<file path="src/sv/etgs_pkg.sv">
// ----------------------------------------------------------------------------
// Engine throttle / gimbal slew: package
// Payload types, register map, divider sizing and the sequencer microcode.
// ----------------------------------------------------------------------------
`timescale 1ns / 1ps

package etgs_pkg;

    // Q1.16 full throttle and microseconds per second
    localparam logic [16:0] THR_FULL = 17'd65536;
    localparam logic [26:0] US_PER_S = 27'd1000000;

    localparam int APB_ADDR_W = 5;

    // shared serial divider: 40-bit dividend, 27-bit divisor, 2 bits a cycle
    localparam int DIV_NUM_W         = 40;
    localparam int DIV_DEN_W         = 27;
    localparam int DIV_BITS_PER_STEP = 2;
    localparam int DIV_STEPS         = DIV_NUM_W / DIV_BITS_PER_STEP;
    localparam int DIV_CNT_W         = $clog2(DIV_STEPS);

    typedef struct packed {
        logic               run_request;
        logic [16:0]        throttle_request;
        logic signed [15:0] gimbal_request_first;
        logic signed [15:0] gimbal_request_second;
        logic [19:0]        elapsed_us;
    } t_in_item;

    typedef struct packed {
        logic               engine_on;
        logic [7:0]         ignitions_spent;
        logic [16:0]        throttle_delivered;
        logic signed [15:0] gimbal_angle_first;
        logic signed [15:0] gimbal_angle_second;
    } t_out_item;

    typedef enum logic [2:0] {
        REG_THR_FLOOR   = 3'd0,
        REG_THR_CEIL    = 3'd1,
        REG_SPOOL_UP    = 3'd2,
        REG_SPOOL_DN    = 3'd3,
        REG_IGN_BUDGET  = 3'd4,
        REG_GIM_LIMIT   = 3'd5,
        REG_GIM_RATE    = 3'd6
    } t_reg_idx;

    typedef struct packed {
        logic load;
        logic step;
    } t_div_ctl;

    // datapath operation of one microcode step
    typedef enum logic [2:0] {
        UOP_NOP,
        UOP_IDLE,
        UOP_PREP,
        UOP_DIV_THR,
        UOP_DIV_GIM,
        UOP_DIV_STEP,
        UOP_THR,
        UOP_GIM
    } t_uop;

    typedef enum logic [2:0] {
        COND_NEXT,
        COND_ALWAYS,
        COND_NO_INPUT,
        COND_DIV_BUSY,
        COND_OUT_FULL
    } t_cond;

    localparam int PC_W = 4;

    typedef struct packed {
        t_uop            uop;
        t_cond           cond;
        logic [PC_W-1:0] target;
    } t_uword;

    localparam logic [PC_W-1:0] PC_IDLE     = 4'd0;
    localparam logic [PC_W-1:0] PC_PREP     = 4'd1;
    localparam logic [PC_W-1:0] PC_THR_LOAD = 4'd2;
    localparam logic [PC_W-1:0] PC_THR_DIV  = 4'd3;
    localparam logic [PC_W-1:0] PC_THR_UPD  = 4'd4;
    localparam logic [PC_W-1:0] PC_GIM_LOAD = 4'd5;
    localparam logic [PC_W-1:0] PC_GIM_DIV  = 4'd6;
    localparam logic [PC_W-1:0] PC_GIM_UPD  = 4'd7;
    localparam logic [PC_W-1:0] PC_EMIT     = 4'd8;
    localparam logic [PC_W-1:0] PC_RETURN   = 4'd9;

    // microcode ROM; a taken jump goes to target, otherwise pc + 1
    function automatic t_uword ucode(input logic [PC_W-1:0] pc);
        t_uword w;
        case (pc)
            PC_IDLE:     w = '{uop: UOP_IDLE,     cond: COND_NO_INPUT, target: PC_IDLE};
            PC_PREP:     w = '{uop: UOP_PREP,     cond: COND_NEXT,     target: PC_IDLE};
            PC_THR_LOAD: w = '{uop: UOP_DIV_THR,  cond: COND_NEXT,     target: PC_IDLE};
            PC_THR_DIV:  w = '{uop: UOP_DIV_STEP, cond: COND_DIV_BUSY, target: PC_THR_DIV};
            PC_THR_UPD:  w = '{uop: UOP_THR,      cond: COND_NEXT,     target: PC_IDLE};
            PC_GIM_LOAD: w = '{uop: UOP_DIV_GIM,  cond: COND_NEXT,     target: PC_IDLE};
            PC_GIM_DIV:  w = '{uop: UOP_DIV_STEP, cond: COND_DIV_BUSY, target: PC_GIM_DIV};
            PC_GIM_UPD:  w = '{uop: UOP_GIM,      cond: COND_NEXT,     target: PC_IDLE};
            PC_EMIT:     w = '{uop: UOP_NOP,      cond: COND_OUT_FULL, target: PC_EMIT};
            PC_RETURN:   w = '{uop: UOP_NOP,      cond: COND_ALWAYS,   target: PC_IDLE};
            default:     w = '{uop: UOP_NOP,      cond: COND_ALWAYS,   target: PC_IDLE};
        endcase
        return w;
    endfunction

endpackage

</file>
<file path="src/sv/etgs_div.sv">
// ----------------------------------------------------------------------------
// Engine throttle / gimbal slew: serial divider
// Restoring unsigned divider, a fixed number of quotient bits per cycle.
// ----------------------------------------------------------------------------
`timescale 1ns / 1ps

module etgs_div (
    input  logic                                  i_clk,
    input  logic                                  i_rst_n,
    input  etgs_pkg::t_div_ctl                    i_ctl,
    input  logic [etgs_pkg::DIV_NUM_W-1:0]        i_dividend,
    input  logic [etgs_pkg::DIV_DEN_W-1:0]        i_divisor,
    output logic [etgs_pkg::DIV_NUM_W-1:0]        o_quot,
    output logic                                  o_busy
);

    logic [etgs_pkg::DIV_CNT_W-1:0] r_cnt;
    logic [etgs_pkg::DIV_DEN_W-1:0] r_rem;
    logic [etgs_pkg::DIV_DEN_W-1:0] r_den;
    logic [etgs_pkg::DIV_NUM_W-1:0] r_quo;
    logic [etgs_pkg::DIV_DEN_W-1:0] n_rem;
    logic [etgs_pkg::DIV_NUM_W-1:0] n_quo;

    // quotient bits shift in at the bottom as dividend bits leave the top
    always_comb begin
        logic [etgs_pkg::DIV_DEN_W:0] trial;
        n_rem = r_rem;
        n_quo = r_quo;
        for (int k = 0; k < etgs_pkg::DIV_BITS_PER_STEP; k++) begin
            trial = {n_rem, n_quo[etgs_pkg::DIV_NUM_W-1]};
            n_quo = {n_quo[etgs_pkg::DIV_NUM_W-2:0], 1'b0};
            if (trial >= {1'b0, r_den}) begin
                trial    = trial - {1'b0, r_den};
                n_quo[0] = 1'b1;
            end
            n_rem = trial[etgs_pkg::DIV_DEN_W-1:0];
        end
    end

    always_ff @(posedge i_clk) begin
        if (!i_rst_n) begin
            r_cnt <= '0;
        end else if (i_ctl.load) begin
            r_cnt <= etgs_pkg::DIV_CNT_W'(etgs_pkg::DIV_STEPS - 1);
        end else if (i_ctl.step && (r_cnt != '0)) begin
            r_cnt <= r_cnt - 1'b1;
        end
    end

    always_ff @(posedge i_clk) begin
        if (i_ctl.load) begin
            r_rem <= '0;
            r_den <= i_divisor;
            r_quo <= i_dividend;
        end else if (i_ctl.step) begin
            r_rem <= n_rem;
            r_quo <= n_quo;
        end
    end

    assign o_quot = r_quo;
    assign o_busy = (r_cnt != '0);

endmodule

</file>
<file path="src/sv/engine_throttle_gimbal_slew.sv">
// ----------------------------------------------------------------------------
// Engine throttle / gimbal slew
// One tick in, one result out: run state, ignitions spent, slewed throttle
// and slewed, clamped gimbal angles. A tick is accepted only while the
// sequencer sits at its idle step; after acceptance it runs one setup step,
// two passes through the one shared serial divider at 2 quotient bits a
// cycle, and update and emit steps before it is back at idle;
// a result still waiting in the output register holds the sequencer at its
// emit step, but the output register itself lets the next tick in as soon as
// the sequencer is back at idle. Throttle step is dt*65536/spool time, the
// gimbal step bound is rate*dt/1000000, both floored. Registers sit on an
// APB-style port at byte address 4*index; writes are meant only while idle.
// ----------------------------------------------------------------------------
`timescale 1ns / 1ps

module engine_throttle_gimbal_slew #(
    parameter int GIMBAL_AXES = 2
) (
    input  logic                                i_clk,
    input  logic                                i_rst_n,
    // tick in
    input  logic                                i_in_valid,
    output logic                                o_in_ready,
    input  etgs_pkg::t_in_item                  i_in_data,
    // result out
    output logic                                o_out_valid,
    input  logic                                i_out_ready,
    output etgs_pkg::t_out_item                 o_out_data,
    // register port
    input  logic                                psel,
    input  logic                                penable,
    input  logic                                pwrite,
    input  logic [etgs_pkg::APB_ADDR_W-1:0]     paddr,
    input  logic [31:0]                         pwdata,
    output logic [31:0]                         prdata,
    output logic                                pready
);

    // width of the signed gimbal working values
    localparam int GW = 22;

    // ---------------- configuration registers ----------------
    logic [16:0] r_thr_floor;
    logic [16:0] r_thr_ceil;
    logic [26:0] r_spool_up;
    logic [26:0] r_spool_dn;
    logic [7:0]  r_ign_budget;
    logic [14:0] r_gim_limit;
    logic [19:0] r_gim_rate;

    logic cfg_wr;
    assign pready = 1'b1;
    assign cfg_wr = psel & penable & pwrite;

    always_ff @(posedge i_clk) begin
        if (!i_rst_n) begin
            r_thr_floor  <= '0;
            r_thr_ceil   <= etgs_pkg::THR_FULL;
            r_spool_up   <= '0;
            r_spool_dn   <= '0;
            r_ign_budget <= 8'd1;
            r_gim_limit  <= '0;
            r_gim_rate   <= '0;
        end else if (cfg_wr) begin
            case (etgs_pkg::t_reg_idx'(paddr[4:2]))
                etgs_pkg::REG_THR_FLOOR:  r_thr_floor  <= pwdata[16:0];
                etgs_pkg::REG_THR_CEIL:   r_thr_ceil   <= pwdata[16:0];
                etgs_pkg::REG_SPOOL_UP:   r_spool_up   <= pwdata[26:0];
                etgs_pkg::REG_SPOOL_DN:   r_spool_dn   <= pwdata[26:0];
                etgs_pkg::REG_IGN_BUDGET: r_ign_budget <= pwdata[7:0];
                etgs_pkg::REG_GIM_LIMIT:  r_gim_limit  <= pwdata[14:0];
                etgs_pkg::REG_GIM_RATE:   r_gim_rate   <= pwdata[19:0];
                default: ;
            endcase
        end
    end

    always_comb begin
        case (etgs_pkg::t_reg_idx'(paddr[4:2]))
            etgs_pkg::REG_THR_FLOOR:  prdata = 32'(r_thr_floor);
            etgs_pkg::REG_THR_CEIL:   prdata = 32'(r_thr_ceil);
            etgs_pkg::REG_SPOOL_UP:   prdata = 32'(r_spool_up);
            etgs_pkg::REG_SPOOL_DN:   prdata = 32'(r_spool_dn);
            etgs_pkg::REG_IGN_BUDGET: prdata = 32'(r_ign_budget);
            etgs_pkg::REG_GIM_LIMIT:  prdata = 32'(r_gim_limit);
            etgs_pkg::REG_GIM_RATE:   prdata = 32'(r_gim_rate);
            default:                  prdata = '0;
        endcase
    end

    // ---------------- sequencer and working state ----------------
    logic [etgs_pkg::PC_W-1:0] r_pc, n_pc;
    etgs_pkg::t_uword          uw;
    logic                      jump;

    etgs_pkg::t_in_item  r_in, n_in;
    logic                r_run, n_run;
    logic [7:0]          r_ign_cnt, n_ign_cnt;
    logic [16:0]         r_level, n_level;
    logic [16:0]         r_target, n_target;
    logic                r_up, n_up;
    logic [39:0]         r_prod, n_prod;
    logic signed [15:0]  r_ang [GIMBAL_AXES];
    logic signed [15:0]  n_ang [GIMBAL_AXES];
    logic                r_out_valid, n_out_valid;
    etgs_pkg::t_out_item r_out, n_out;

    // divider hookup
    etgs_pkg::t_div_ctl                 div_ctl;
    logic [etgs_pkg::DIV_NUM_W-1:0]     div_num;
    logic [etgs_pkg::DIV_DEN_W-1:0]     div_den;
    logic [etgs_pkg::DIV_NUM_W-1:0]     div_quot;
    logic                               div_busy;

    // datapath helpers
    logic [16:0] req_sat, lo_sat, hi_sat, target_c;
    logic [16:0] thr_diff, thr_step;
    logic [26:0] spool_sel;
    logic [39:0] prod_c;
    logic signed [15:0] ang_first, ang_second;

    assign uw         = etgs_pkg::ucode(r_pc);
    assign o_in_ready = (uw.uop == etgs_pkg::UOP_IDLE);

    etgs_div u_div (
        .i_clk      (i_clk),
        .i_rst_n    (i_rst_n),
        .i_ctl      (div_ctl),
        .i_dividend (div_num),
        .i_divisor  (div_den),
        .o_quot     (div_quot),
        .o_busy     (div_busy)
    );

    function automatic logic [16:0] sat_full(input logic [16:0] v);
        return (v > etgs_pkg::THR_FULL) ? etgs_pkg::THR_FULL : v;
    endfunction

    // one axis: bounded step toward the command, then symmetric clamp
    function automatic logic signed [15:0] gim_slew(
        input logic signed [15:0] cur,
        input logic signed [15:0] cmd,
        input logic [20:0]        max_step,
        input logic [14:0]        limit
    );
        logic signed [GW-1:0] d, mx, lim, nv;
        d   = GW'(cmd) - GW'(cur);
        mx  = $signed({1'b0, max_step});
        lim = $signed({7'b0, limit});
        if (d > mx) begin
            d = mx;
        end else if (d < -mx) begin
            d = -mx;
        end
        nv = GW'(cur) + d;
        if (nv < -lim) begin
            nv = -lim;
        end
        if (nv > lim) begin
            nv = lim;
        end
        return nv[15:0];
    endfunction

    // throttle target: request clamped to floor/ceiling when running, else 0
    always_comb begin
        req_sat  = sat_full(r_in.throttle_request);
        lo_sat   = sat_full(r_thr_floor);
        hi_sat   = sat_full(r_thr_ceil);
        target_c = (req_sat < lo_sat) ? lo_sat : req_sat;
        if (target_c > hi_sat) begin
            target_c = hi_sat;
        end
        if (!r_run) begin
            target_c = '0;
        end
    end

    assign prod_c    = r_gim_rate * r_in.elapsed_us;
    assign spool_sel = r_up ? r_spool_up : r_spool_dn;
    assign thr_diff  = r_up ? (r_target - r_level) : (r_level - r_target);
    // step saturates at the remaining distance, so it never overshoots
    assign thr_step  = (div_quot > etgs_pkg::DIV_NUM_W'(thr_diff)) ? thr_diff
                                                                    : div_quot[16:0];

    assign div_num = (uw.uop == etgs_pkg::UOP_DIV_GIM) ? r_prod
                                                      : {4'b0, r_in.elapsed_us, 16'b0};
    assign div_den = (uw.uop == etgs_pkg::UOP_DIV_GIM) ? etgs_pkg::US_PER_S : spool_sel;

    // branch condition of the current microcode word
    always_comb begin
        case (uw.cond)
            etgs_pkg::COND_NEXT:     jump = 1'b0;
            etgs_pkg::COND_ALWAYS:   jump = 1'b1;
            etgs_pkg::COND_NO_INPUT: jump = !i_in_valid;
            etgs_pkg::COND_DIV_BUSY: jump = div_busy;
            etgs_pkg::COND_OUT_FULL: jump = r_out_valid;
            default:                 jump = 1'b0;
        endcase
    end

    always_comb begin
        n_pc        = jump ? uw.target : etgs_pkg::PC_W'(r_pc + 1'b1);
        n_in        = r_in;
        n_run       = r_run;
        n_ign_cnt   = r_ign_cnt;
        n_level     = r_level;
        n_target    = r_target;
        n_up        = r_up;
        n_prod      = r_prod;
        n_ang       = r_ang;
        n_out_valid = r_out_valid;
        n_out       = r_out;
        div_ctl     = '{load: 1'b0, step: 1'b0};

        if (r_out_valid && i_out_ready) begin
            n_out_valid = 1'b0;
        end

        case (uw.uop)
            etgs_pkg::UOP_IDLE: begin
                // tick transfer: run state settles before anything else
                if (i_in_valid) begin
                    n_in = i_in_data;
                    if (i_in_data.run_request && !r_run) begin
                        if (r_ign_cnt < r_ign_budget) begin
                            n_run     = 1'b1;
                            n_ign_cnt = r_ign_cnt + 1'b1;
                        end
                    end else if (!i_in_data.run_request && r_run) begin
                        n_run = 1'b0;
                    end
                end
            end
            etgs_pkg::UOP_PREP: begin
                n_target = target_c;
                n_up     = (target_c > r_level);
                n_prod   = prod_c;
            end
            etgs_pkg::UOP_DIV_THR,
            etgs_pkg::UOP_DIV_GIM: begin
                div_ctl.load = 1'b1;
            end
            etgs_pkg::UOP_DIV_STEP: begin
                div_ctl.step = 1'b1;
            end
            etgs_pkg::UOP_THR: begin
                if (r_target != r_level) begin
                    if (spool_sel == '0) begin
                        n_level = r_target;
                    end else if (r_up) begin
                        n_level = r_level + thr_step;
                    end else begin
                        n_level = r_level - thr_step;
                    end
                end
            end
            etgs_pkg::UOP_GIM: begin
                // axes beyond the two requests are steered toward zero
                for (int i = 0; i < GIMBAL_AXES; i++) begin
                    if (i == 0) begin
                        n_ang[i] = gim_slew(r_ang[i], r_in.gimbal_request_first,
                                            div_quot[20:0], r_gim_limit);
                    end else if (i == 1) begin
                        n_ang[i] = gim_slew(r_ang[i], r_in.gimbal_request_second,
                                            div_quot[20:0], r_gim_limit);
                    end else begin
                        n_ang[i] = gim_slew(r_ang[i], 16'sd0,
                                            div_quot[20:0], r_gim_limit);
                    end
                end
            end
            default: ;
        endcase

        // emit step: load the output register once it is free
        if ((r_pc == etgs_pkg::PC_EMIT) && !r_out_valid) begin
            n_out_valid              = 1'b1;
            n_out.engine_on          = r_run;
            n_out.ignitions_spent    = r_ign_cnt;
            n_out.throttle_delivered = r_level;
            n_out.gimbal_angle_first  = ang_first;
            n_out.gimbal_angle_second = ang_second;
        end
    end

    // reported axes; the second reads zero on a single-axis build
    always_comb begin
        ang_first  = r_ang[0];
        ang_second = '0;
        for (int i = 0; i < GIMBAL_AXES; i++) begin
            if (i == 1) begin
                ang_second = r_ang[i];
            end
        end
    end

    always_ff @(posedge i_clk) begin
        if (!i_rst_n) begin
            r_pc        <= etgs_pkg::PC_IDLE;
            r_run       <= 1'b0;
            r_ign_cnt   <= '0;
            r_level     <= '0;
            r_out_valid <= 1'b0;
            for (int i = 0; i < GIMBAL_AXES; i++) begin
                r_ang[i] <= '0;
            end
        end else begin
            r_pc        <= n_pc;
            r_run       <= n_run;
            r_ign_cnt   <= n_ign_cnt;
            r_level     <= n_level;
            r_out_valid <= n_out_valid;
            r_ang       <= n_ang;
        end
    end

    // payload registers, no reset
    always_ff @(posedge i_clk) begin
        r_in     <= n_in;
        r_target <= n_target;
        r_up     <= n_up;
        r_prod   <= n_prod;
        r_out    <= n_out;
    end

    assign o_out_valid = r_out_valid;
    assign o_out_data  = r_out;

endmodule

</file>
<file path="config.mk">
export PLATFORM = sky130hd
export DESIGN_NAME = engine_throttle_gimbal_slew
export DESIGN_NICKNAME = d
export VERILOG_FILES = /design/src/sv/etgs_pkg.sv /design/src/sv/etgs_div.sv /design/src/sv/engine_throttle_gimbal_slew.sv
export SDC_FILE = /design/constraint.sdc
export NUM_CORES = 2
export LEC_CHECK = 0
export BUFFER_PORTS_ARGS = -buffer_cell sky130_fd_sc_hd__buf_2
export CAP_MARGIN = 10
export CORE_MARGIN = 3
export CORE_UTILIZATION = 55
export DETAILED_ROUTE_END_ITERATION = 7
export GPL_TIMING_DRIVEN = 0
export PLACE_DENSITY_LB_ADDON = 0.08
export SKIP_CTS_REPAIR_TIMING = 1
export SLEW_MARGIN = 20
export SYNTH_ARGS = -nofsm -noshare
export SYNTH_HDL_FRONTEND = slang
export SYNTH_SLANG_ARGS = --single-unit
</file>
<file path="constraint.sdc">
create_clock -name i_clk -period 24.1 [get_ports i_clk]
set_input_delay 2.41 -clock i_clk [delete_from_list [all_inputs] [get_ports i_clk]]
set_output_delay 2.41 -clock i_clk [all_outputs]
set_load 0.02 [all_outputs]
</file>
-- Yosys cells after proc, flatten, opt, wreduce, memory -nomap -nowiden
Memories as Yosys holds them, arrays and structs flattened. A register that Yosys moved wholly into a read port is not among the register bits.
Index checks and enable logic that the tools add are counted.
- bits in registers: 478
- memory bits (read-only): 160
- logic and storage cells: 161
- memories kept: 1
- add/sub/neg operators: 15
- multiply operators: 1
- $lt $le $gt $ge: 18
- eq/ne operators: 20
- muxes and demuxes: 43
- bitwise logic cells: 3
- reduce and logical (&&, ||, !) cells: 29
- memory list (memory ; depth ; bits a word ; read ports ; clocked after memory_dff ; wr ports ; line ; source):
    (no name shown) ; 16 ; 10 ; 1 ; 1 ; 0 ; etgs_pkg.sv:95 ; case (pc)
- operators by type and width (cell ; number):
    2-to-1 mux 22 bit ; 10
    case mux 27 bit (7 select lines) ; 1
    2-to-1 mux 17 bit ; 10
    2-to-1 mux 40 bit ; 3
    2-to-1 mux 27 bit ; 3
    >= comparator 28 x 27 -> 1 bit ; 2
    subtractor 27 bit ; 2
    greater-than comparator 17 bit (second input constant) ; 3
    subtractor 17 bit ; 3
    adder 16 x 22 -> 22 bit ; 2
    greater-than comparator 17 x 22 -> 1 bit ; 2
    greater-than comparator 22 x 16 -> 1 bit ; 2
    less-than comparator 17 x 22 -> 1 bit ; 2
    less-than comparator 22 bit ; 2
    greater-than comparator 40 x 17 -> 1 bit ; 1
    multiplier 20 x 20 -> 40 bit ; 1
    greater-than comparator 17 bit ; 2
    subtractor 16 x 16 -> 17 bit ; 2
    2-to-1 mux 16 bit ; 2
    zero test 27 bit ; 1
    == test 3 bit (second input constant) ; 8
    negation 15 -> 22 bit ; 1
    negation 21 -> 22 bit ; 1
    == test 3 x 2 -> 1 bit (second input constant) ; 6
    other kinds (24) ; 57

-- Depth between registers and ports, before layout
- depth in word-level cells: 11
- gate-level depth with buffers: 57
- gate-level depth less buffers: 54

-- Cells and area by module
A second synthesis with hierarchy kept.
- cells, all modules: 5763
- area total of the unflattened synthesis: 50308.2 um^2
- by module, submodules not included (module ; times used ; cells each ; area an instance (um^2) ; seq. area each (um^2)):
    engine_throttle_gimbal_slew ; 1 ; 5044 ; 43351.6 ; 9619.2
    etgs_div ; 1 ; 719 ; 6956.7 ; 2652.5

-- Worst setup path after synthesis
Ideal clock, no wire load.
- path kind: reg2reg
- start point: reg r_in[36] (netlist name)
- end point: reg r_ang, in the netlist ang_first[15]
- data arrival time: 10.652 ns
- data required time: 24.030 ns
- setup slack: 13.377 ns
- cell stages (with the launch flop): 53
- buffers on the path: 2
- clock period less this slack: 10.723 ns
- cells stage by stage: edfxtp_1 > inv_1 > ha_1 > fa_1 > nor2b_1 > o21ai_0 > a21boi_1 > o211ai_1 > o211ai_1 > and2_1 > o21ai_0 > a31oi_1 > inv_1 > ha_1 > a21oi_1 > o21ai_0 > a211oi_1 > a31oi_1 > (+17 left out) > nand4_1 > nor4_1 > a221oi_1 > a31oi_1 > clkbuf_1 > o21ai_0 > ha_1 > or4_1 > o211ai_1 > a21oi_1 > o21bai_1 > a21oi_1 > o21ai_0 > nand3b_1 > nor4_4 > o21ai_2 > or3_1 > a21oi_1
- cells in the longest elaborated chain, start to end: 11
- ends and longest elaborated chain (what ; line ; source):
    start, declared ; engine_throttle_gimbal_slew.sv:96 ; etgs_pkg::t_in_item r_in, n_in;
    start signal, assigned ; engine_throttle_gimbal_slew.sv:320 ; r_in <= n_in;
    subtractor 16 x 16 -> 17 bit * ; engine_throttle_gimbal_slew.sv:147 ; d = GW'(cmd) - GW'(cur);
    less-than comparator 17 x 22 -> 1 bit ; engine_throttle_gimbal_slew.sv:152 ; end else if (d < -mx) begin
    2-to-1 mux 22 bit ; engine_throttle_gimbal_slew.sv:152 ;
    2-to-1 mux 22 bit * ; engine_throttle_gimbal_slew.sv:150 ; if (d > mx) begin
    2-to-1 mux 22 bit * ; engine_throttle_gimbal_slew.sv:220 ; case (uw.uop)
    adder 16 x 22 -> 22 bit * ; engine_throttle_gimbal_slew.sv:155 ; nv = GW'(cur) + d;
    less-than comparator 22 bit ; engine_throttle_gimbal_slew.sv:156 ; if (nv < -lim) begin
    2-to-1 mux 22 bit * ; engine_throttle_gimbal_slew.sv:156 ;
    2-to-1 mux 22 bit * ; engine_throttle_gimbal_slew.sv:220 ;
    greater-than comparator 22 x 16 -> 1 bit ; engine_throttle_gimbal_slew.sv:159 ; if (nv > lim) begin
    2-to-1 mux 16 bit * ; engine_throttle_gimbal_slew.sv:159 ;
    end signal, assigned ; engine_throttle_gimbal_slew.sv:314 ; r_ang <= n_ang;
    end, declared ; engine_throttle_gimbal_slew.sv:103 ; logic signed [15:0] r_ang [GIMBAL_AXES];
Every way passes the cells marked *; elsewhere a longest branch is shown, timed or not. The select of a mux whose other input is x is not followed.
A chain may end at the register's enable or synchronous reset.

-- Worst setup path after layout
- start point: reg r_ang, in the netlist ang_first[1]
- end point: reg r_ang, in the netlist ang_first[15]
- cells in the longest elaborated chain, start to end: 11
- ends and longest elaborated chain (what ; line):
    subtractor 16 x 16 -> 17 bit ; engine_throttle_gimbal_slew.sv:147
    less-than comparator 17 x 22 -> 1 bit ; engine_throttle_gimbal_slew.sv:152
    2-to-1 mux 22 bit ; engine_throttle_gimbal_slew.sv:152
    2-to-1 mux 22 bit ; engine_throttle_gimbal_slew.sv:150
    2-to-1 mux 22 bit ; engine_throttle_gimbal_slew.sv:220
    adder 16 x 22 -> 22 bit * ; engine_throttle_gimbal_slew.sv:155
    less-than comparator 22 bit ; engine_throttle_gimbal_slew.sv:156
    2-to-1 mux 22 bit * ; engine_throttle_gimbal_slew.sv:156
    2-to-1 mux 22 bit * ; engine_throttle_gimbal_slew.sv:220
    greater-than comparator 22 x 16 -> 1 bit ; engine_throttle_gimbal_slew.sv:159
    2-to-1 mux 16 bit * ; engine_throttle_gimbal_slew.sv:159
Marked as above.

==> metrics.md <==
| Metric | Value |
|---|---|
| Synth Instances | `5631` |
| Via Count | `43400` |
| Largest net degree at the start of global routing | `27` |
| Largest fanout on the critical path | `10` |
| Die W | `304.2 um` |
| Die Span Y | `304.2 um` |
| Worst setup EP type | `register` |
| Fraction of layout instances using a drive strength above 1 | `6.987%` |
| Mean routed wirelength per cell | `23.72 um` |
| Post-synth EDFFs | `252` |
| Vias in the first global route | `41190` |
| Iteration-0 DRC Markers | `4464` |
| Status | `completed` |
| Switch share | `49.58%` |
| Vias per inst | `6.101` |
| Fin crit period | `15.01 ns` |
| Dominant cells by area after synthesis | `edfxtp_1 (15%), ha_1 (15%), fa_1 (13%), dfxtp_1 (9.6%), nand2_1 (6.3%)` |
| CTS tree | `built` |
| Seq/Total Area, Yosys | `25.09%` |
| Comb power frac | `64.2%` |
| Clk_skew | `0.07184 ns` |
| Worst skew pair latency | `0.69 ns` |
| WS Path Type | `register to register` |
| Area growth, synth to finish | `9.311%` |
| Sw power | `2911 uW` |
| Starting Density | `55.95%` |
| Worst slew pin tran | `1.159 ns` |
| Max_cap viols | `0` |
| CP max stage delay | `0.83 ns` |
| Post-synth top area cell | `edfxtp_1` |
| DRT antenna net count | `0` |
| Req. time, crit path | `24.71 ns` |
| Core area | `87430 um2` |
| Aggregate global routing overflow | `0` |
| Max Root-Sink Buffers | `3` |
| Htree depth | `2` |
| All-Layer GR Usage | `35.62%` |
| Most used cell, CP | `o21ai_0` |
| Leakage | `0.02385 uW` |
| Boundary Pins | `207` |
| Clock share of power | `14.6%` |
| Worst hold path type | `register to register` |
| # DRC | `0` |
| Async S/R FF share, synth | `0%` |
| Fmax | `0.06664 GHz` |
| #FFs+latches synth | `487` |
| CTS buffer count | `55` |
| Crit path launch type | `register` |
| Slew HR | `22.17%` |
| Commonest cells post-synth | `nand2_1 (817), inv_1 (591), ha_1 (569)` |
| Die area | `92550 um2` |
| Routability cong. | `0.9904` |
| Synthesized cell area | `48910 um2` |
| Synth warn | `0` |
| Total Wirelength | `168700 um` |
| Max IR drop VDD | `0.08897 mV` |
| Hold Fails Final Rpt | `0` |
| RSZ-0062 raised after global routing | `no` |
| Row count | `108` |
| Initial antenna violation count | `10` |
| First-pass GRT wire length | `253800 um` |
| Length of the first detailed-routing pass in iterations | `6` |
| Fin. max-slew vios | `0` |
| HPWL Detailed | `136600 um` |
| Power Internal | `2961 uW` |
| CTS sink cnt | `487` |
| Power density cells | `109.8 nW/um2` |
| Count leader, synth | `nand2_1` |
| Final setup vio count | `0` |
| Final period util | `62.26%` |
| Reg clk slew, reported paths | `0.07 ns` |
| Critical-path top delay cell | `o21ai_0` |
| Setup TNS | `0 ns` |
| Ys flop type | `edfxtp_1` |
| Yosys top cell area share | `15.47%` |
| Sequential power share | `21.2%` |
| IO buf count | `190` |
| Nets@finish | `6919` |
| Synth cell types | `99` |
| Clk root buf | `clkbuf_16` |
| Min Hold Slack | `0.4707 ns` |
| Worst EP arrival | `15.62 ns` |
| Mean post-synth cell area | `8.687 um2` |
==> flip-flops by register name, summed over array words and instances (netlist names), 4 cells and up <==
name / flops
uw: 9
r_level: 17
o_out_data: 58
ang_second: 16
r_gim_rate: 20
r_thr_ceil: 17
r_target: 17
ang_first: 16
r_thr_floor: 17
r_pc: 4
r_in: 69
r_spool_dn: 27
r_ign_cnt: 8
u_div.o_quot: 40
u_div.r_cnt: 5
u_div.r_rem: 27
u_div.r_den: 27
r_prod: 40
r_gim_limit: 15
r_spool_up: 27
r_ign_budget: 8
==> final timing paths <==
kind	start	end	slack, ns	depth (start not counted)
setup / recovery	ang_first[1]$_SDFFE_PN0N_	ang_first[15]$_SDFFE_PN0N_	9.09	51
hold / removal	u_div.r_rem[20]$_SDFFE_PN0N_	u_div.r_rem[20]$_SDFFE_PN0N_	0.47	2
setup reg to reg	ang_first[1]$_SDFFE_PN0N_	ang_first[15]$_SDFFE_PN0N_	9.09	51
hold reg to reg	u_div.r_rem[20]$_SDFFE_PN0N_	u_div.r_rem[20]$_SDFFE_PN0N_	0.47	2
==> metrics by stage <==
stage | instances | setup WS (ns) | instance area [um2] | util (%) | power (uW)
after floorplan | 5635 | 13.38 | 48930 | - | 3809
after global placement | 6980 | 9.448 | 51330 | 58.71 | 4834
after detailed placement | 7005 | 9.337 | 51610 | 59.03 | 4883
after CTS | 7109 | 9.255 | 53450 | 61.14 | 5760
after global routing | 7110 | 8.307 | 53460 | 61.15 | 6287
final | 7113 | 9.095 | 53470 | 61.16 | 5872
==> final cells by class <==
class,instances,area (um2)
Antenna cell,4,10.01
Multi-Input combinational cell,4294,33410
Buffer,260,1070
Sequential cell,487,12270
Fill cell,7894,33960
Inverter,594,2230
Tap cell,1155,1445
Timing Repair Buffer,215,1195
Clock inverter,29,317.8
Clock buffer,75,1521
==> kinds of logic (layout without fill, tap and decap cells) <==
kind of cell,Yosys count,after routing,synth area share [%]
xor+xnor,221,221,4.019
fa+ha+maj,898,898,28.02
buf+inv,854,1173,6.735
other cells,2,10,0.01535
mux,146,146,3.190
flops,487,487,25.09
compound gates,1237,1237,15.86
simple gates,1786,1786,17.07
==> power groups by stage <==
stage	Sequential (uW)	Combinational, uW	Clock, uW
after detailed placement	1260	3630	0
final	1250	3770	858
after global placement	1280	3550	0
after CTS	1240	3650	867
after global routing	1260	4130	901
after floorplan	1220	2590	0
==> per-layer routing <==
metal  global-route usage (%)  vias to the layer above  part of all wire [%]
met1                    50.53                    21060                    43
met5                        0                        -                 0.017
li1                         -                    19970                     -
met2                    53.73                     2005                    42
met3                    7.530                      357                    11
met4                    12.91                        4                   4.3
==> cell usage in the layout, fill, tap and decap left out, drive strengths merged, types with 49 or more instances in the layout <==
cell type	instances
a21o	119
a21oi	414
and2	176
buf	256
clkbuf	294
dfxtp	235
edfxtp	252
fa	329
ha	569
inv	596
mux2i	115
nand2	817
nand3	123
nand4	61
nor2	293
nor2b	65
nor3	56
nor4	50
o21a	56
o21ai	271
o22ai	49
xnor2	148
xor2	72
==> worst max-delay path, delay by kind of cell, from the launching register on <==
| family | cells | cell delay (ns) |
|---|---|---|
| simple gates | 12 | 3.17 |
| compound gates | 29 | 7.66 |
| buf+inv | 3 | 0.90 |
| flops | 1 | 0.59 |
| xor+xnor | 2 | 0.93 |
| fa+ha+maj | 5 | 1.70 |
Note: power is estimated with default switching activity, not from simulation.
